[config.mk]
export PLATFORM = sky130hd
export DESIGN_NAME = mcf_queue
export DESIGN_NICKNAME = d
export VERILOG_FILES = /design/src/design/midpoint_circle_framebuffer_defines.svh /design/src/design/mcf_pkg.sv /design/src/design/mcf_queue.sv
export SDC_FILE = /design/constraint.sdc
export NUM_CORES = 1
export LEC_CHECK = 0
export ABC_CLOCK_PERIOD_IN_PS = 5800
export BUFFER_PORTS_ARGS = -buffer_cell sky130_fd_sc_hd__buf_2
export CAP_MARGIN = 25
export CORE_ASPECT_RATIO = 0.8
export CORE_UTILIZATION = 55
export DETAILED_ROUTE_END_ITERATION = 7
export GPL_TIMING_DRIVEN = 0
export PLACE_DENSITY = 0.83
export SLEW_MARGIN = 25
export SYNTH_ARGS = -nofsm -noshare
export SYNTH_HDL_FRONTEND = slang
export SYNTH_SLANG_ARGS = --single-unit
[constraint.sdc]
create_clock -name clk -period 5.8 [get_ports clk]
set_clock_uncertainty 0.1 [all_clocks]
set_input_delay 0.29 -clock clk [delete_from_list [all_inputs] [get_ports clk]]
set_output_delay 0.29 -clock clk [all_outputs]
set_load 0.03 [all_outputs]
[src/design/midpoint_circle_framebuffer_defines.svh]
// Assertion macros used by the frame buffer drawing engine.
`ifndef MIDPOINT_CIRCLE_FRAMEBUFFER_DEFINES_SVH
`define MIDPOINT_CIRCLE_FRAMEBUFFER_DEFINES_SVH

// Same-cycle implication, sampled on clk, off while rst is high.
`define MCF_ASSERT_NOW(label, ante, cons, msg) \
  label: assert property (@(posedge clk) disable iff (rst) (ante) |-> (cons)) \
    else $error(msg);

// Next-cycle implication, sampled on clk, off while rst is high.
`define MCF_ASSERT_NEXT(label, ante, cons, msg) \
  label: assert property (@(posedge clk) disable iff (rst) (ante) |=> (cons)) \
    else $error(msg);

`endif

[src/design/mcf_pkg.sv]
// Shared types and constants for the midpoint circle frame buffer.
package mcf_pkg;

  localparam int COLUMNS_DEFAULT = 128;
  localparam int PAGES_DEFAULT   = 4;
  localparam int QUEUE_DEPTH     = 2;

  localparam logic [1:0] CMD_PLOT   = 2'd0;
  localparam logic [1:0] CMD_CIRCLE = 2'd1;
  localparam logic [1:0] CMD_READ   = 2'd2;
  localparam logic [1:0] CMD_NOP    = 2'd3;

  // Classified command as it travels from the front to the back.
  typedef struct packed {
    logic [1:0] kind;
    logic       oor;     // point or read address off the display
    logic [7:0] x;
    logic [7:0] y;
    logic [5:0] radius;
    logic       color;
    logic [2:0] page;
    logic [7:0] column;
  } op_t;

endpackage

[src/design/mcf_queue.sv]
// Short command queue between the front end and the drawing engine.
module mcf_queue (
  input  logic         clk,
  input  logic         rst,
  input  logic         push_valid,
  output logic         push_ready,
  input  mcf_pkg::op_t push_data,
  output logic         pop_valid,
  input  logic         pop,
  output mcf_pkg::op_t pop_data
);

  localparam int DEPTH = mcf_pkg::QUEUE_DEPTH;
  localparam int PW    = (DEPTH > 1) ? $clog2(DEPTH) : 1;
  localparam int CW    = $clog2(DEPTH + 1);

  mcf_pkg::op_t     entries [DEPTH];
  logic [PW-1:0]    wr_ptr;
  logic [PW-1:0]    rd_ptr;
  logic [CW-1:0]    count;
  logic             do_push;
  logic             do_pop;

  assign push_ready = (count != CW'(DEPTH));
  assign pop_valid  = (count != '0);
  assign pop_data   = entries[rd_ptr];
  assign do_push    = push_valid && push_ready;
  assign do_pop     = pop && pop_valid;

  always_ff @(posedge clk) begin
    if (rst) begin
      wr_ptr <= '0;
      rd_ptr <= '0;
      count  <= '0;
    end else begin
      if (do_push) begin
        wr_ptr <= (wr_ptr == PW'(DEPTH - 1)) ? '0 : wr_ptr + PW'(1);
      end
      if (do_pop) begin
        rd_ptr <= (rd_ptr == PW'(DEPTH - 1)) ? '0 : rd_ptr + PW'(1);
      end
      if (do_push && !do_pop) begin
        count <= count + CW'(1);
      end else if (do_pop && !do_push) begin
        count <= count - CW'(1);
      end
    end
  end

  always_ff @(posedge clk) begin
    if (do_push) begin
      entries[wr_ptr] <= push_data;
    end
  end

endmodule

* Yosys cells after proc, flatten, opt, wreduce, memory -nomap -nowiden
Memory sizes are Yosys's and may differ from the RTL's. A register that Yosys moved wholly into a read port is not among the register bits.
Cells that the tools add are included.
** Storage, ports and cells
- Output and inout port bits :: 39
- Memories :: 1
- Register bits :: 4
- Logic and storage cells :: 25
- Memory bits (writable) :: 74
- Bits of input ports :: 41
** Operators by class
- Add/sub/neg operators :: 4
- Equal/unequal tests :: 1
- Reductions and logical operators :: 8
- Multiplexer cells :: 8
** Memory list
- entries :: depth 2, bits a word 37, read ports 1, clocked after Yosys merged registers in 1, wr ports 1, line mcf_queue.sv:17 : mcf_pkg::op_t entries [DEPTH];
** Operators with widths (number)
- two-way mux 1 bit :: 6
- logical AND 1 bit :: 4
- two-way mux 2 bit :: 2
- nonzero test 2 bit :: 2
- adder 1 bit (second input constant) :: 2
- adder 2 x 1 -> 2 bit (second input constant) :: 1
- zero test 1 bit :: 2
- != test 2 bit (second input constant) :: 1
- subtractor 2 x 1 -> 2 bit (second input constant) :: 1

* Depth between registers and ports, before layout
Gate-level depths: netlist of run 1.
- Depth in word-level cells :: 6
- Depth in mapped cells :: 6
- Gate-level depth less buffers :: 6

* Least setup slack after synthesis of run 1
No wires, ideal clock.
- Kind :: reg-to-reg
- Start :: register count[0]
- End :: memory entries[1][0] in the netlist's numbering (enable)
- Data arrival time :: 1757 ps
- Path buffers :: 0
- Period minus slack after synthesis :: 2255 ps
- Required time :: 5302 ps
- Library setup time :: 398 ps
- Slack :: 3545 ps
- Stages on the path, launching flop included :: 3
- Cells stage by stage :: dfxtp_1 > nand2b_1 > and3_1
** Between the ends
- Word-level cells in the longest chain between the ends :: 4
** RTL lines
- start: declaration :: line mcf_queue.sv:20 : logic [CW-1:0] count;
- start signal: assignment :: line mcf_queue.sv:43 : count <= count + CW'(1);
- start signal: assignment :: line mcf_queue.sv:45 : count <= count - CW'(1);
- != test 2 bit :: line mcf_queue.sv:24 : assign push_ready = (count != CW'(DEPTH));
- net push_ready :: line mcf_queue.sv:6 : output logic push_ready,
- logical AND 1 bit :: line mcf_queue.sv:27 : assign do_push = push_valid && push_ready;
- two-way mux 1 bit :: line mcf_queue.sv:51 : if (do_push) begin
- two-way mux 1 bit (implied by the code) :: line mcf_queue.sv:52 : entries[wr_ptr] <= push_data;
- end: declaration :: line mcf_queue.sv:17
The timed path passes the listed nets, and every way through them passes these cells.

==> results of run 1 <==
[logic make-up after synthesis]
logic type | share of synthesized area, %
simple gates | 1.73
xor+xnor | 0.910
compound gates | 1.04
mux | 14.4
buf+inv | 1.08
flops | 80.4
fa+ha+maj | 0.433
[layout make-up]
class                      count  share of cell area (%)
multi-input combinational     55                    14.8
timing repair buffer          81                    12.5
buffer                         4                   0.761
tap                           62                    2.14
inverter                       1                   0.104
clock inverter                 5                    1.59
sequential                    79                    64.2
clock buffer                  11                    3.91
[synth_stat cells, types with 2 or more instances]
| library cell | number | share of area, % |
|---|---|---|
| a21oi_1 | 2 | 0.35 |
| buf_4 | 3 | 0.78 |
| dfxtp_1 | 5 | 3.5 |
| edfxtp_1 | 74 | 77 |
| mux2_2 | 37 | 14 |
| nor2_1 | 3 | 0.39 |
| o21ai_0 | 2 | 0.35 |
| xor2_1 | 3 | 0.91 |
[metrics by stage]
| step | power [W] | area (sq um) | hold WS (ns) |
|---|---|---|---|
| 6_report | 0.00166 | 3620 | 0.0378 |
| 5_1_grt | 0.00174 | 3620 | 0.0178 |
| 4_1_cts | 0.00168 | 3620 | 0.0132 |
| 3_5_place_dp | 0.00129 | 3420 | 0.381 |
| 3_3_place_gp | 0.00126 | 3360 | 0.377 |
| 2_1_floorplan | 0.00113 | 2890 | 0.259 |
[how the worst min path moves through the flow]
stage / from / end / slack (ns) / cells after the start
floorplan: rst / count[1] / 0.26 / 1
global placement: push_data[15] / entries[1][15] / 0.38 / 1
detailed placement: push_data[29] / entries[0][29] / 0.38 / 1
CTS: push_data[19] / entries[1][19] / 0.01 / 1
global route: push_data[26] / entries[1][26] / 0.02 / 1
finish: push_data[13] / entries[0][13] / 0.04 / 1
[cell usage in the layout (no fill, tap or decap)]
master | Yosys | layout
a21bo_2 | 1 | 1
a21oi_1 | 2 | 2
and2_1 | 1 | 1
and3_2 | 0 | 1
buf_16 | 0 | 2
buf_2 | 1 | 80
buf_4 | 3 | 3
bufinv_16 | 0 | 1
clkbuf_1 | 0 | 1
clkbuf_8 | 0 | 10
clkinv_2 | 0 | 1
clkinvlp_4 | 0 | 3
dfxtp_1 | 5 | 5
edfxtp_1 | 74 | 74
ha_1 | 1 | 1
inv_2 | 0 | 1
mux2_2 | 37 | 37
nand2b_1 | 1 | 1
nand3b_1 | 1 | 1
nor2_1 | 3 | 3
o21ai_0 | 2 | 2
or2_2 | 1 | 1
or3_1 | 1 | 1
xor2_1 | 3 | 3
[power by group]
group	internal, W	switching (W)
registers	0.000713	0.0000218
logic	0.000199	0.000338
clock network	0.000210	0.000182
[registers in the layout (all words and copies together) (netlist names), named ones only]
signal,flops
count,2
wr_ptr,1
rd_ptr,1
entries,74
[per-layer routing]
metal | track usage [%] | vias up | part of all wire [%]
met5 | 0 | - | 0
met4 | 7.11 | 0 | 0.93
met3 | 7.93 | 2 | 5.2
met2 | 29.6 | 41 | 52
met1 | 21.6 | 723 | 42
li1 | - | 725 | -
[worst max-delay path, stage by stage (launching register included)]
cell and delay [ns]:
dfxtp_1 0.30, buf_2 0.23, buf_4 0.25, mux2_2 0.36
buf_2 0.18
==> results_dict.tcl, run 1 <==
set metrics [dict create \
    status "finished clean" \
    first_global_vias 1526 \
    tns_ns 0 \
    dp_cells 282 \
    track_usage_pct 18.2 \
    antenna_left 0 \
    antenna_found_initial 0 \
    drive_gt1_share_pct 59.7 \
    wl_per_cell_microns 15.6 \
    async_flop_share_pct 0 \
    r2r-start "count[0]" \
    drcViolationCount 0 \
    viasPerCell 5.00 \
    yosysWarnings 0 \
    insertedDiodeCount 0 \
    r2r_slack_ns 4.00 \
    hp-class "input port to flip-flop" \
    startpoint_type "flip-flop" \
    hold_buffers 0 \
    hold_viol_final 0 \
    slew-limit-headroom_pct 65.2 \
    synth_cells 139 \
    avgSynthCellArea_sq_um 20.8 \
    placeableCoreArea_sq_mm 0.00504 \
    post-route-period-util_pct 35.3 \
    layout_min_cycle_time_ns 2.05 \
    clock_latency_ns 0.33 \
    rsz0062_at_grt "no" \
    max_freq_ghz 0.488 \
    post_cts_buffers 0 \
    cp_max_fo 10 \
    cts_resized 0 \
    worst_ep_arrival_time_ns 1.66 \
    dr_total_vias 1491 \
    grt_overflow 0 \
    ys_seq_elements 79 \
    cts_htree_levels 3 \
    area_growth_pct 25.2 \
    grt_max_degree 21 \
    place_congestion 0.656 \
    cts_tree "built" \
    clock_path_buffers 2 \
    cp_data_required_time_ns 5.41 \
    pre_cts_slack_ns 4.01 \
    post-dp-hpwl_microns 3200 \
    die_w_microns 83.0 \
    seqCellArea_sq_mm 0.00232 \
    slew_violations 0 \
    vdd_drop_max_mv 0.328 \
    initial_core_util_pct 57.4 \
    drtIter0Drc 67 \
    fin_ws_ns 3.75 \
    syn-cell-area_sq_mm 0.00289 \
    max_cap_viol_count 0 \
    nNetsFinal 273 \
    seq_area_frac_synth_pct 80.4 \
    port-buffer-count 79 \
    fin_cells 298 \
    crit_path_end "pop_data[2]" \
    crit_path_end_kind "output port" \
    synth_cell_type_count 18 \
    r2r_end "entries[1][12]" \
    ys.flop_type "edfxtp_1" \
    root_buffer "clkbuf_8" \
    multi_input_area_sq_um 537 \
    die_area_sq_mm 0.00555 \
    worst-r2r-cell-count 3 \
    final_util_pct 71.8 \
    cts_made_buffers 9 \
    cts_sinks 79 \
    power.density_mw_per_mm2 460 \
    io_pins 80 \
    critical_path_class "flip-flop to output port" \
    path_clk_slew_ns 0.08 \
    drt_pass1_iterations 4 \
    rows 23 \
    tightest_slew_ns 0.522 \
    fp.dieH_microns 66.8 \
    power_leakage_nw 1.37 \
    fillers 338 \
    syn_nets 181 \
    setup_viol 0 \
    grt_first_pass_wirelength_microns 7270 \
    synth-edff-count 74 \
    routed_wl_microns 4650 \
]
No activity file was read; power rests on OpenSTA's default activity.
==> run 2, diff against run 1 <==
--- a/config.mk
+++ b/config.mk
@@ -5,14 +5,14 @@
 export SDC_FILE = /design/constraint.sdc
 export NUM_CORES = 1
 export LEC_CHECK = 0
-export ABC_CLOCK_PERIOD_IN_PS = 5800
+export ABC_CLOCK_PERIOD_IN_PS = 1800
 export BUFFER_PORTS_ARGS = -buffer_cell sky130_fd_sc_hd__buf_2
 export CAP_MARGIN = 25
 export CORE_ASPECT_RATIO = 0.8
-export CORE_UTILIZATION = 55
+export CORE_UTILIZATION = 46
 export DETAILED_ROUTE_END_ITERATION = 7
 export GPL_TIMING_DRIVEN = 0
-export PLACE_DENSITY = 0.83
+export PLACE_DENSITY = 0.74
 export SLEW_MARGIN = 25
 export SYNTH_ARGS = -nofsm -noshare
 export SYNTH_HDL_FRONTEND = slang
==> constraint.sdc (replaced) <==
create_clock -name clk -period 1.8 [get_ports clk]
set_clock_uncertainty 0.1 [all_clocks]
set_input_delay 0.09 -clock clk [delete_from_list [all_inputs] [get_ports clk]]
set_output_delay 0.09 -clock clk [all_outputs]
set_load 0.03 [all_outputs]
==> run 2 against run 1 <==
Compared with the run above:
- clock power increased to 2.8 times the previous value
- sequential power increased to 3.2 times the previous value
- combinational power grew to 3.5 times the previous value
- utilization down 4.1 points
- routed wire length rose by 13%
- critical endpoint is now pop_data[34]
- final cell count increased by 21%
- die area grew 19%
- largest power group unchanged
==> results_dict.tcl, run 2 (synthesized netlist as in run 1, its figures left out) <==
set metrics [dict create \
    cp_max_fo 10 \
    first_global_vias 1814 \
    fp.dieH_microns 72.9 \
    grt_max_degree 38 \
    cts_htree_levels 3 \
    setup_viol 0 \
    startpoint_type "flip-flop" \
    cp_data_required_time_ns 1.61 \
    die_w_microns 90.6 \
    place_congestion 0.673 \
    post-route-period-util_pct 94.6 \
    drcViolationCount 0 \
    drtIter0Drc 72 \
    largestRegisters "entries x74, count x2" \
    drt_pass1_iterations 4 \
    die_area_sq_mm 0.00660 \
    hp-class "input port to flip-flop" \
    fin_ws_ns 0.0972 \
    tns_ns 0 \
    grt_first_pass_wirelength_microns 8370 \
    final_common_cell "buf_2" \
    slew_violations 0 \
    path_clk_slew_ns 0.08 \
    insertedDiodeCount 0 \
    worst_ep_arrival_time_ns 1.51 \
    max_freq_ghz 0.587 \
    crit_path_end_kind "output port" \
    antenna_found_initial 0 \
    rows 25 \
    layout_min_cycle_time_ns 1.70 \
    max_cap_viol_count 0 \
    placeableCoreArea_sq_mm 0.00597 \
    post_dp_cell_area_sq_mm 0.00340 \
    nNetsFinal 317 \
    dr_wl_met2_microns 2820 \
    cts_sinks 79 \
    port-buffer-count 79 \
    hold_viol_final 0 \
    final_cell_mix "79 x buf_2, 74 x edfxtp_1, 39 x dlygate4sd3_1" \
    slew-limit-headroom_pct 65.4 \
    drt-met1-wl_microns 2170 \
    antenna_left 0 \
    dr_total_vias 1691 \
    vdd_drop_max_mv 0.814 \
    power_leakage_nw 1.54 \
    power.density_mw_per_mm2 1320 \
    routed_wl_microns 5260 \
    initial_core_util_pct 48.4 \
    clock_path_buffers 2 \
    drive_gt1_share_pct 52.9 \
    post-dp-hpwl_microns 2970 \
    track_usage_pct 17.3 \
    final_area_sq_mm 0.00405 \
    root_buffer "clkbuf_8" \
    io_pins 80 \
    tightest_slew_ns 0.520 \
    cts_tree "built" \
    largest_register "entries" \
    critical_path_class "flip-flop to output port" \
    top_layer_used "met4" \
    cts_made_buffers 9 \
    largest_reg_flops 74 \
    clock_latency_ns 0.33 \
    viasPerCell 4.68 \
    pre_cts_slack_ns -0.241 \
    area_growth_pct 40.1 \
    status "finished clean" \
    route.met3.wl_microns 222 \
    wl_per_cell_microns 14.6 \
    grt_overflow 0 \
    rsz0062_at_grt "no" \
]
## run 2: cell count changes in the layout (fill, tap and decap cells not counted), sizes merged
cell,previous run,this run
clkinv,1,4
bufinv,1,0
clkbuf,11,10
dlygate4sd3,0,39
buf,85,89
clkinvlp,3,4
inv,1,0
## run 2: where the power goes
| group | switching, W | internal, W |
|---|---|---|
| Sequential | 0.0000816 | 0.00230 |
| Clock | 0.000594 | 0.000493 |
| Combinational | 0.00113 | 0.000763 |
| Total | 0.00180 | 0.00356 |
## run 2: critical path, stage by stage (launching register included)
cell,delay [ns]
dfxtp_1,0.33
buf_6,0.14
buf_6,0.16
mux2_2,0.35
buf_2,0.18
## run 2: metrics by stage
stage | total power [W] | hold slack [ns] | std cells | util, %
2_1_floorplan | 0.00367 | 0.0591 | 139 | -
3_3_place_gp | 0.00409 | 0.178 | 299 | 56.9
3_5_place_dp | 0.00413 | 0.182 | 299 | 56.9
4_1_cts | 0.00532 | 0.0726 | 355 | 66.5
5_1_grt | 0.00560 | 0.118 | 361 | 67.7
6_report | 0.00536 | 0.0936 | 361 | 67.7
## run 2: timing repair
item,CTS,global route
cloned,1,0
hold buffers,39,0
hold endpoints to repair,79,0
buffers inserted,0,6
gates resized for setup,6,4
endpoints found under the setup margin,104,66
## run 2: area by class of cell
class                   instances  area, sq um
repair inverters                1         7.51
clock inverters                 6         37.5
plain buffers                   4         48.8
repair buffers                124          843
clock buffers                  10          128
flip-flops and latches         79         2320
well taps                      81          101
fillers                       430         1930
multi-input cells              55          548
inverters                       1         7.51
## run 2: path summary, 6_finish.rpt
path,from,end,slack (ns),depth (start not counted)
setup / recovery,flip-flop,pop_data[34],0.1,4
hold / removal,pop,rd_ptr,0.09,4
setup reg to reg,count[1],count[1],0.11,4
hold reg to reg,rd_ptr,rd_ptr,0.41,2
## run 2: per-layer routing
layer / GRT usage [%] / vias to the layer above
li1: - / 813
met1: 18.3 / 824
met2: 31.1 / 48
met3: 6.35 / 6
met4: 8.06 / 0
met5: 0 / -
