--- config.mk ---
export PLATFORM = sky130hd
export DESIGN_NAME = mcf_front
export DESIGN_NICKNAME = d
export VERILOG_FILES = /design/src/design/midpoint_circle_framebuffer_defines.svh /design/src/design/mcf_pkg.sv /design/src/design/mcf_front.sv
export SDC_FILE = /design/constraint.sdc
export NUM_CORES = 1
export LEC_CHECK = 0
export BUFFER_PORTS_ARGS = -buffer_cell sky130_fd_sc_hd__buf_2
export CAP_MARGIN = 20
export CORE_MARGIN = 5
export CORE_UTILIZATION = 43
export DETAILED_ROUTE_END_ITERATION = 8
export GPL_ROUTABILITY_DRIVEN = 1
export PLACE_DENSITY_LB_ADDON = 0.3
export SLEW_MARGIN = 10
export SYNTH_ARGS = -nofsm -noshare
export SYNTH_HDL_FRONTEND = slang
export SYNTH_SLANG_ARGS = --single-unit
--- constraint.sdc ---
create_clock -name clk -period 8.64 [get_ports clk]
set_clock_uncertainty 0.05 [all_clocks]
set_input_delay 0.864 -clock clk [delete_from_list [all_inputs] [get_ports clk]]
set_output_delay 0.864 -clock clk [all_outputs]
set_load 0.05 [all_outputs]
--- src/design/midpoint_circle_framebuffer_defines.svh ---
// Assertion macros used by the frame buffer drawing engine.
`ifndef MIDPOINT_CIRCLE_FRAMEBUFFER_DEFINES_SVH
`define MIDPOINT_CIRCLE_FRAMEBUFFER_DEFINES_SVH

// Same-cycle implication, sampled on clk, off while rst is high.
`define MCF_ASSERT_NOW(label, ante, cons, msg) \
  label: assert property (@(posedge clk) disable iff (rst) (ante) |-> (cons)) \
    else $error(msg);

// Next-cycle implication, sampled on clk, off while rst is high.
`define MCF_ASSERT_NEXT(label, ante, cons, msg) \
  label: assert property (@(posedge clk) disable iff (rst) (ante) |=> (cons)) \
    else $error(msg);

`endif

--- src/design/mcf_pkg.sv ---
// Shared types and constants for the midpoint circle frame buffer.
package mcf_pkg;

  localparam int COLUMNS_DEFAULT = 128;
  localparam int PAGES_DEFAULT   = 4;
  localparam int QUEUE_DEPTH     = 2;

  localparam logic [1:0] CMD_PLOT   = 2'd0;
  localparam logic [1:0] CMD_CIRCLE = 2'd1;
  localparam logic [1:0] CMD_READ   = 2'd2;
  localparam logic [1:0] CMD_NOP    = 2'd3;

  // Classified command as it travels from the front to the back.
  typedef struct packed {
    logic [1:0] kind;
    logic       oor;     // point or read address off the display
    logic [7:0] x;
    logic [7:0] y;
    logic [5:0] radius;
    logic       color;
    logic [2:0] page;
    logic [7:0] column;
  } op_t;

endpackage

--- src/design/mcf_front.sv ---
// Front end: accepts command beats and classifies them into queue entries.
module mcf_front #(
  parameter int COLUMNS = mcf_pkg::COLUMNS_DEFAULT,
  parameter int PAGES   = mcf_pkg::PAGES_DEFAULT
) (
  input  logic         clk,
  input  logic         rst,
  input  logic         hold,
  input  logic         in_valid,
  output logic         in_ready,
  input  logic [1:0]   cmd,
  input  logic [7:0]   pos_x,
  input  logic [7:0]   pos_y,
  input  logic [5:0]   radius,
  input  logic         color,
  input  logic [2:0]   page_sel,
  input  logic [7:0]   column_sel,
  output logic         f_valid,
  output mcf_pkg::op_t f_data,
  input  logic         f_ready
);

  mcf_pkg::op_t op_in;
  logic         plot_oor;
  logic         read_oor;

  assign in_ready = !hold && (!f_valid || f_ready);

  assign plot_oor = (32'(pos_x) >= COLUMNS) || (32'(pos_y[7:3]) >= PAGES);
  assign read_oor = (32'(column_sel) >= COLUMNS) || (32'(page_sel) >= PAGES);

  always_comb begin
    op_in.kind   = cmd;
    op_in.x      = pos_x;
    op_in.y      = pos_y;
    op_in.radius = radius;
    op_in.color  = color;
    op_in.page   = page_sel;
    op_in.column = column_sel;
    unique case (cmd)
      mcf_pkg::CMD_PLOT: op_in.oor = plot_oor;
      mcf_pkg::CMD_READ: op_in.oor = read_oor;
      default:           op_in.oor = 1'b0;
    endcase
  end

  always_ff @(posedge clk) begin
    if (rst) begin
      f_valid <= 1'b0;
    end else if (in_valid && in_ready) begin
      f_valid <= 1'b1;
    end else if (f_ready) begin
      f_valid <= 1'b0;
    end
  end

  always_ff @(posedge clk) begin
    if (in_valid && in_ready) begin
      f_data <= op_in;
    end
  end

endmodule

# After elaboration in Yosys (flattened, before gate mapping)

Cells that the tools add are included.

Bits in latches: 0
Memory bits (writable): 0
Memories kept: 0
Logic and storage cells: 26
Register bits after elaboration: 38
Memory bits (read-only): 0
Bits of input ports: 41

Div/mod/pow operators: 0
Reduce and logical (&&, ||, !) cells: 9
$add $sub $neg: 0
Bitwise logic cells: 0
$lt $le $gt $ge: 4
Muxes and demuxes: 3
$mul: 0
Shift operators: 0
Equality and inequality tests: 1

Operator list:

| kind                 | count |
|---|---|
| $ge A8 B8 Y1 const B | 2 |
| $ge A5 B3 Y1 const B | 1 |
| $ge A3 B3 Y1 const B | 1 |
| $logic_or A1 B1 Y1   | 3 |
| $eq A2 B2 Y1 const B | 1 |
| $logic_and A1 B1 Y1  | 2 |
| $logic_not A1 Y1     | 2 |
| $logic_not A2 Y1     | 1 |
| $mux W1              | 2 |
| $pmux W1 S2          | 1 |
| $reduce_bool A2 Y1   | 1 |

# Depth between registers and ports, before layout

Gate-level depths: netlist (run 1).

Depth after elaboration: 5
Gate-level depth with buffers: 2
Depth with buffers taken out: 2

# Worst setup path after synthesis (run 1)

Ideal clock, no wire load.

Path type: in2reg
Start: input f_ready
End: register f_data[0] (netlist name), enable pin
Library setup time: 0.486 ns
Data arrival time: 3.640 ns
Path slack: 4.464 ns
Stages on the path: 2
Cell sequence: nor2b_4 nor3b_1

Cells in the longest elaborated chain, start to end: 3

Ends and longest elaborated chain:

| item                 | line            | text |
|---|---|---|
| from (decl)          | mcf_front.sv:20 | `input logic f_ready` |
| $logic_or A1 B1 Y1   | mcf_front.sv:27 | `assign in_ready = !hold && (!f_valid \|\| f_ready);` |
| $logic_and A1 B1 Y1  | mcf_front.sv:27 |  |
| $logic_and A1 B1 Y1  | mcf_front.sv:58 | `if (in_valid && in_ready) begin` |
| to (signal assigned) | mcf_front.sv:59 | `f_data <= op_in;` |
| to (decl)            | mcf_front.sv:19 | `output mcf_pkg::op_t f_data,` |

No other way between the ends.
A chain may end at the register's enable or synchronous reset.

# Worst setup path after layout (run 1)

Start: input f_ready
End: output in_ready

Cells in the longest elaborated chain, start to end: 2

Ends and longest elaborated chain:

| item                | line            | text |
|---|---|---|
| $logic_or A1 B1 Y1  | mcf_front.sv:27 |  |
| $logic_and A1 B1 Y1 | mcf_front.sv:27 |  |
| to (decl)           | mcf_front.sv:10 | `output logic in_ready,` |

No other way between the ends.

==> results of run 1 <==
[layout make-up]
class                           count  share of cell area (%)
Timing Repair Buffer               81                   23.43
Multi-Input combinational cell      9                   4.000
Clock inverter                      3                   3.643
Clock buffer                        5                   2.143
Sequential cell                    38                   64.57
Tap cell                           31                   2.214
[critical path: cells and delay by family]
family                 cells  cell delay (ns)
and+or+nand+nor            2             0.17
buffers and inverters      2             0.31
[cell families after synthesis]
logic type / count (synthesis)
compound gates: 2
simple gates: 7
flops: 38
[through the flow]
step                setup WS (ns)  hold slack [ns]
floorplan                   4.464           0.8204
global placement            6.387           0.5652
detailed placement          6.379           0.5967
CTS                         6.374           0.6191
global route                6.359           0.6063
finish                      6.378           0.6161
[placed cells by master (no fill, tap or decap), drive strengths merged]
cell type and count:
a211oi 1, buf 81, bufinv 2, clkbuf 5, clkinv 1, dfxtp 1, edfxtp 37, nor2 2
nor2b 2, nor3 1, nor3b 2, o21ba 1
[state kept, by name, indices dropped and copies added (netlist names)]
name     count
f_valid      1
f_data      37
[layer usage]
| metal | vias up | part of all wire (%) | global-route usage [%] |
|---|---|---|---|
| met3 | 7 | 17 | 10.43 |
| li1 | 364 | - | - |
| met5 | - | 0 | 0 |
| met2 | 56 | 44 | 19.04 |
| met1 | 333 | 37 | 12.77 |
| met4 | 0 | 2.0 | 6.897 |
[report_power, final]
part           total (µW)  internal [µW]  switching (µW)
Sequential            213            211            1.63
Clock                 142           89.2            53.1
Combinational        50.1           13.2            37.0
Total                 406            314            91.7
[final timing paths]
| path | depth (start not counted) | to | slack [ns] |
|---|---|---|---|
| worst min register to register | 2 | f_valid | 0.62 |
| worst max-delay path | 4 | in_ready | 6.38 |
| worst max register to register | 3 | f_data[13] | 7.34 |
| worst min-delay path | 2 | f_valid | 0.62 |
==> impl_metrics.env, run 1 <==
export IMPL_synth_area_leaders="edfxtp_1, dfxtp_1, nor3b_1"
export IMPL_seq_area_frac_synth_pct=94.56
export IMPL_synthCells=47
export IMPL_yosysWarnings=0
export IMPL_synth_compound_area_share_pct=1.464
export IMPL_p_total_uw=405.5
export IMPL_drc=0
export IMPL_hold_start="f_valid"
export IMPL_worstPathRequired_ns=7.73
export IMPL_regArea_um2=1131
export IMPL_synthArstFlopShare_pct=0
export IMPL_synth_nets=88
export IMPL_end_kind="output port"
export IMPL_grt_setup_unrepaired="no"
export IMPL_final_area_um2=1752
export IMPL_core_area_um2=2710
export IMPL_crit_start="f_ready"
export IMPL_grt_pass1_wl_um=3781
export IMPL_num_rows=19
export IMPL_multi_input_area_um2=70.07
export IMPL_setup_violations=0
export IMPL_synthTopCellsByCount="edfxtp_1, nor2_1, nor3b_1"
export IMPL_clk_path_buf_depth=2
export IMPL_synthFlopType="edfxtp_1"
export IMPL_nFillCells=211
export IMPL_rr_startpoint="f_valid"
export IMPL_crit_path_frequent_cell="buf_2"
export IMPL_io_buffers=79
export IMPL_power_density_nw_per_um2=231.5
export IMPL_drv_cap=0
export IMPL_antenna_left=0
export IMPL_instances_no_fill=167
export IMPL_post_drt_wl_per_cell_um=14.24
export IMPL_drv_slew=0
export IMPL_p_leak_uw=0.0007578
export IMPL_avgSynthCellArea_um2=25.45
export IMPL_cts_root_buf="clkbuf_4"
export IMPL_cts_setup_buffers=0
export IMPL_synth_ff_latch_count=38
export IMPL_min_period_ns=2.262
export IMPL_num_io_pins=80
export IMPL_dp_hpwl_um=1912
export IMPL_die_y_um=62.74
export IMPL_cts_tree="done"
export IMPL_vdd_drop_max_uv=165.3
export IMPL_start_util_pct=44.14
export IMPL_outcome="complete, no violations"
export IMPL_grt_max_degree=20
export IMPL_drive_gt1_share_pct=66.18
export IMPL_overflow=0
export IMPL_worst_slew_pin_slew_ns=0.2677
export IMPL_post_synth_num_cell_types=9
export IMPL_synth_edff_count=37
export IMPL_wl_um=2378
export IMPL_cts_sinks=38
export IMPL_yosys_area_top_type_share_pct=92.89
export IMPL_period_share_pct=26.18
export IMPL_placed_cells=159
export IMPL_synthAdderAreaFrac_pct=0
export IMPL_hold_class="flip-flop to flip-flop"
export IMPL_arrival_ns=1.35
export IMPL_die_area_um2=3936
export IMPL_clkLatencyLatePin_ns=0.33
export IMPL_slowest_stage="buf_2"
export IMPL_firstDrtPassIters=2
export IMPL_yosysTopAreaCell="edfxtp_1"
export IMPL_die_w_um=62.74
export IMPL_crit_chain="buf_2 > nor2b_4 > nor2_1 > buf_2"
export IMPL_worstSetupStartpointType="input port"
export IMPL_criticalPathCategory="input port to output port"
export IMPL_finalCoreUtilization_pct=64.64
export IMPL_cts_made_buffers=5
export IMPL_critical_path_max_stage_delay_ns=0.20
export IMPL_fin_nets=176
export IMPL_cts_resized=0
export IMPL_htree_levels=2
export IMPL_muxShareOfSynthArea_pct=0
export IMPL_worstPathMaxFanout=3
export IMPL_max_freq_ghz=0.4421
export IMPL_path_clk_slew_ns=0.10
export IMPL_grt_pass1_vias=832
export IMPL_place_congestion=0.6944
export IMPL_post_dp_cell_area_um2=1650
export IMPL_viasPerCell=4.551
export IMPL_first_iter_violations=2
export IMPL_grt_usage_pct=12.93
export IMPL_antenna_found_initial=0
export IMPL_synth_top_family_by_area="simple AND/OR/NAND/NOR gates"
export IMPL_yosysMostFrequentCell="edfxtp_1"
export IMPL_insertedDiodeCount=0
export IMPL_setup_tns_ns=0
export IMPL_slew_headroom_pct=82.27
export IMPL_hold_viol=0
export IMPL_yosys_area_share_simple_pct=3.975
export IMPL_netlist_area_um2=1196
export IMPL_vias=760
export IMPL_synth_xor_area_share_pct=0
export IMPL_cts_hold_buf=0
export IMPL_area_delta_synth_final_pct=46.44
(Power assumes the default switching activity.)
==> run 2, diff against run 1 <==
--- a/config.mk
+++ b/config.mk
@@ -8,7 +8,7 @@
 export BUFFER_PORTS_ARGS = -buffer_cell sky130_fd_sc_hd__buf_2
 export CAP_MARGIN = 20
 export CORE_MARGIN = 5
-export CORE_UTILIZATION = 43
+export CORE_UTILIZATION = 36
 export DETAILED_ROUTE_END_ITERATION = 8
 export GPL_ROUTABILITY_DRIVEN = 1
 export PLACE_DENSITY_LB_ADDON = 0.3
==> constraint.sdc (replaced) <==
create_clock -name clk -period 1.88 [get_ports clk]
set_clock_uncertainty 0.05 [all_clocks]
set_input_delay 0.188 -clock clk [delete_from_list [all_inputs] [get_ports clk]]
set_output_delay 0.188 -clock clk [all_outputs]
set_load 0.05 [all_outputs]
==> run 2 against run 1 <==
Final cell count grew 29%. Critical path depth shrank 1. Clock-buffer cell count is the same. Non-clock buffer count grew 35. Sequential cell count is the same. Hold slack lost 0.56 ns. Sequential power grew to 4.6 times the previous value. Combinational power grew to 5.9 times the previous value. Wire length grew 23%. Die area grew 16%. Worst setup slack lost 5.9 ns. Clock power grew to 2.6 times the previous value. Critical endpoint unchanged. Largest cell class unchanged. Highest routed layer unchanged.
==> impl_metrics.env, run 2 (same netlist as run 1, synthesis figures left out) <==
export IMPL_start_util_pct=36.42
export IMPL_die_y_um=67.64
export IMPL_hold_class="input port to flip-flop"
export IMPL_cts_root_buf="clkbuf_4"
export IMPL_max_freq_ghz=0.7199
export IMPL_viasPerCell=4.139
export IMPL_worstReg2RegEnd="f_data[23]"
export IMPL_io_buffers=79
export IMPL_worstSetupStartpointType="flip-flop"
export IMPL_worstPathRequired_ns=1.64
export IMPL_arrival_ns=1.15
export IMPL_htree_levels=2
export IMPL_rr_startpoint="f_valid"
export IMPL_switching_power_uw=423.1
export IMPL_setup_slack_ns=0.4908
export IMPL_switching_share_pct=25.79
export IMPL_core_area_um2=3284
export IMPL_drc=0
export IMPL_clkLatencyLatePin_ns=0.32
export IMPL_r2r_slack_ns=0.57
export IMPL_place_congestion=0.6169
export IMPL_vdd_drop_max_uv=413.3
export IMPL_area_delta_synth_final_pct=74.90
export IMPL_worstPathMaxFanout=3
export IMPL_period_share_pct=73.89
export IMPL_vias=894
export IMPL_drv_slew=0
export IMPL_holdPathEnd="f_valid"
export IMPL_insertedDiodeCount=0
export IMPL_outcome="complete, no violations"
export IMPL_internal_power_uw=1218
export IMPL_clock_power_share_pct=22.4
export IMPL_reg_largest_list="f_data x37, f_valid x1"
export IMPL_criticalPathCategory="flip-flop to output port"
export IMPL_regMostFlops="f_data"
export IMPL_num_io_pins=80
export IMPL_fin_nets=211
export IMPL_timing_hold_ws_ns=0.05738
export IMPL_ff2ff_path_depth=3
export IMPL_drive_gt1_share_pct=52.94
export IMPL_power_frac_comb_pct=18.0
export IMPL_mostFrequentLayoutCell="buf_2"
export IMPL_power_density_nw_per_um2=784.3
export IMPL_clk_path_buf_depth=2
export IMPL_cts_made_buffers=5
export IMPL_min_period_ns=1.389
export IMPL_p_leak_uw=0.0008862
export IMPL_final_cell_mix="buf_2, edfxtp_1, dlygate4sd3_1"
export IMPL_overflow=0
export IMPL_cts_tree="done"
export IMPL_first_iter_violations=34
export IMPL_hold_viol=0
export IMPL_power_frac_seq_pct=59.7
export IMPL_num_rows=21
export IMPL_cts_sinks=38
export IMPL_die_w_um=67.64
export IMPL_slew_headroom_pct=82.74
export IMPL_cts_resized=0
export IMPL_grt_max_degree=38
export IMPL_place_ws_ns=0.5728
export IMPL_worst_slew_pin_slew_ns=0.2608
export IMPL_path_clk_slew_ns=0.10
export IMPL_end_kind="output port"
export IMPL_firstDrtPassIters=2
export IMPL_grt_usage_pct=13.40
export IMPL_nFillCells=245
export IMPL_largest_reg_flops=37
export IMPL_wl_um=2920
export IMPL_grt_setup_unrepaired="no"
export IMPL_drv_cap=0
export IMPL_grt_pass1_wl_um=4202
export IMPL_die_area_um2=4575
export IMPL_finalCoreUtilization_pct=63.70
export IMPL_antenna_found_initial=0
export IMPL_hold_start="rst"
export IMPL_antenna_left=0
export IMPL_setup_violations=0
export IMPL_post_drt_wl_per_cell_um=13.52
export IMPL_grt_pass1_vias=919
export IMPL_hold_path_depth=2
-- run 2: repair_timing --
| action | in CTS | in global routing |
|---|---|---|
| setup buffers | 0 | 0 |
| hold buffers | 36 | 0 |
| hold endpoints to repair | 36 | 0 |
-- run 2: metal layers --
metal  vias up  track usage [%]  wire length [µm]
met5         -                0                 0
met4         0            4.557                35
met3         5            6.323               303
met2        50            26.49              1632
met1       405            11.29               949
li1        434                -                 -
-- run 2: cell type report --
cell class | instances | area, µm² | area share, %
tap | 46 | 57.56 | 2.751
multi-input combinational | 9 | 76.32 | 3.648
sequential | 38 | 1135 | 54.25
timing repair buffer | 116 | 775.7 | 37.08
clock inverter | 2 | 10.01 | 0.4785
clock buffer | 5 | 37.54 | 1.794
-- run 2: worst max-delay path by stage --
stage                       endpoint  slack (ns)    start
after detailed placement  f_data[20]        0.57  f_valid
after floorplan            f_data[0]       -0.14  f_valid
after global routing        in_ready        0.37  f_valid
final                       in_ready        0.49  f_valid
after CTS                   in_ready        0.47  f_valid
after global placement    f_data[17]        0.61  f_valid
-- run 2: worst max-delay path, stage by stage (launching register included) --
cell and delay (ns):
dfxtp_4 0.35, nor2b_4 0.13, nor2_1 0.08, buf_2 0.27
-- run 2: stage by stage --
stage	cell area [µm²]	instances	setup TNS (ns)	total power, µW
final	2092	216	0	1641
after CTS	2092	216	0	1662
after global placement	1684	173	0	1230
after detailed placement	1684	173	0	1236
after global routing	2092	216	0	1728
after floorplan	1211	47	-5.058	1150
-- run 2: power groups by stage --
| stage | Combinational (µW) | Clock [µW] | Sequential (µW) |
|---|---|---|---|
| 2_1_floorplan | 26.5 | 0 | 1120 |
| 3_3_place_gp | 233 | 0 | 997 |
| 3_5_place_dp | 237 | 0 | 998 |
| 4_1_cts | 295 | 388 | 979 |
| 5_1_grt | 312 | 434 | 982 |
| 6_report | 295 | 367 | 979 |
==> run 3, diff against run 2 <==
==> constraint.sdc (replaced) <==
create_clock -name clk -period 1.23 [get_ports clk]
set_clock_uncertainty 0.05 [all_clocks]
set_input_delay 0.123 -clock clk [delete_from_list [all_inputs] [get_ports clk]]
set_output_delay 0.123 -clock clk [all_outputs]
set_load 0.05 [all_outputs]
==> run 3 against run 2 <==
The run now ends with negative setup slack left. Critical path depth grew 1. Design area grew 6.3%. Clock-buffer cell count grew 1. Final cell count grew 4.2%. Core utilization grew 4.0 points. Via count grew 4.4%. Combinational power grew 68%. Wire length grew 4.5%. First-iteration DRC count shrank 79%. Sequential share of layout area shrank 3.2 points. Sequential cell count is the same. Hold slack gained 0.10 ns.
==> impl_metrics.env, run 3 (same netlist as run 1, synthesis figures left out) <==
export IMPL_outcome="complete, but fails checks"
export IMPL_violations="negative setup slack"
export IMPL_highest_layer="met4"
export IMPL_cts_root_buf="clkbuf_4"
export IMPL_reg_largest_list="f_data x37, f_valid x1"
export IMPL_power_density_nw_per_um2=1153
export IMPL_p_leak_uw=0.0009465
export IMPL_met2_length_um=1702
export IMPL_overflow=0
export IMPL_antenna_found_initial=0
export IMPL_cts_sinks=38
export IMPL_grt_pass1_vias=992
export IMPL_grt_setup_unrepaired="yes"
export IMPL_internal_power_uw=1906
export IMPL_min_period_ns=1.337
export IMPL_start_util_pct=36.42
export IMPL_area_delta_synth_final_pct=85.98
export IMPL_criticalPathCategory="flip-flop to flip-flop"
export IMPL_cts_made_buffers=5
export IMPL_firstDrtPassIters=2
export IMPL_place_ws_ns=-0.06757
export IMPL_end_kind="flip-flop"
export IMPL_worst_slew_pin_slew_ns=0.2624
export IMPL_clk_path_buf_depth=2
export IMPL_drv_slew=0
export IMPL_num_io_pins=80
export IMPL_wirelength_met1_um=1000
export IMPL_wl_um=3052
export IMPL_worstSetupStartpointType="flip-flop"
export IMPL_num_rows=21
export IMPL_die_y_um=67.64
export IMPL_grt_max_degree=20
export IMPL_clock_power_share_pct=22.3
export IMPL_die_w_um=67.64
export IMPL_period_share_pct=108.7
export IMPL_power_frac_comb_pct=19.3
export IMPL_hold_class="input port to flip-flop"
export IMPL_largest_reg_flops=37
export IMPL_arrival_ns=1.33
export IMPL_drv_cap=0
export IMPL_worstPathMaxFanout=5
export IMPL_max_freq_ghz=0.7481
export IMPL_power_frac_seq_pct=58.3
export IMPL_first_iter_violations=7
export IMPL_core_area_um2=3284
export IMPL_setup_slack_ns=-0.1068
export IMPL_mostFrequentLayoutCell="buf_2"
export IMPL_viasPerCell=4.147
export IMPL_antenna_left=0
export IMPL_slew_headroom_pct=82.63
export IMPL_die_area_um2=4575
export IMPL_switching_share_pct=25.70
export IMPL_place_congestion=0.6253
export IMPL_vias=933
export IMPL_worstPathRequired_ns=1.23
export IMPL_switching_power_uw=659.5
export IMPL_drive_gt1_share_pct=54.19
export IMPL_final_cell_mix="buf_2, edfxtp_1, dlygate4sd3_1"
export IMPL_grt_pass1_wl_um=4284
export IMPL_io_buffers=79
export IMPL_finalCoreUtilization_pct=67.73
export IMPL_grt_usage_pct=13.63
export IMPL_htree_levels=2
export IMPL_routed_wl_met3_um=310
export IMPL_setup_violations=38
export IMPL_cts_tree="done"
export IMPL_path_clk_slew_ns=0.09
export IMPL_vdd_drop_max_uv=726.6
export IMPL_post_dp_cell_area_um2=1692
export IMPL_fin_nets=219
export IMPL_regMostFlops="f_data"
export IMPL_hold_viol=0
export IMPL_clkLatencyLatePin_ns=0.31
export IMPL_post_drt_wl_per_cell_um=13.56
export IMPL_drc=0
export IMPL_insertedDiodeCount=0
export IMPL_final_area_um2=2225
## run 3: through the flow
step	cells	power, µW	hold slack [ns]	TNS (ns)
after global placement	174	1882	0.2507	-1.281
after global routing	225	2692	0.1563	-4.660
final	225	2566	0.1588	-2.399
after CTS	223	2591	0.1445	-2.998
after detailed placement	174	1890	0.2513	-2.458
after floorplan	47	1758	0.1719	-29.24
## run 3: worst paths after layout
kind              startpoint        end  slack [ns]  depth (start not counted)
setup / recovery     f_valid  f_data[1]       -0.11                          4
hold / removal      in_valid    f_valid        0.16                          3
setup reg to reg     f_valid  f_data[1]       -0.11                          4
hold reg to reg      f_valid    f_valid        0.84                          4
## run 3: worst max-delay path, stage by stage, from the launching register on
cell       delay [ns]
dfxtp_4          0.35
nor2b_4          0.13
nor3b_4          0.22
buf_6            0.17
clkbuf_16        0.14
## run 3: per-layer routing
layer	vias to the layer above	global-route usage, %
met5	-	0
met4	0	7.595
met3	5	5.324
met2	48	26.85
met1	429	11.02
li1	451	-
## run 3: timing repair
item / 4_1_cts / 5_1_grt
setup buffers: 3 / 1
hold endpoints to repair: 37 / 0
endpoints found under the setup margin: 38 / 38
cloned: 1 / 3
gates resized for setup: 8 / 4
pin swaps: 1 / 2
hold buffers: 37 / 0
## run 3: power groups by stage
stage	clock network [µW]	registers (µW)	logic [µW]
CTS	609	1500	486
floorplan	0	1720	40.5
global placement	0	1520	358
detailed placement	0	1530	365
finish	573	1500	496
global route	667	1500	523
## run 3: layout make-up
| cell class | instances | area, µm² |
|---|---|---|
| clock buffers | 6 | 41.29 |
| clock inverters | 2 | 8.758 |
| fillers | 234 | 1060 |
| multi-input cells | 9 | 83.83 |
| flip-flops and latches | 38 | 1135 |
| well taps | 46 | 57.56 |
| repair buffers | 124 | 898.4 |
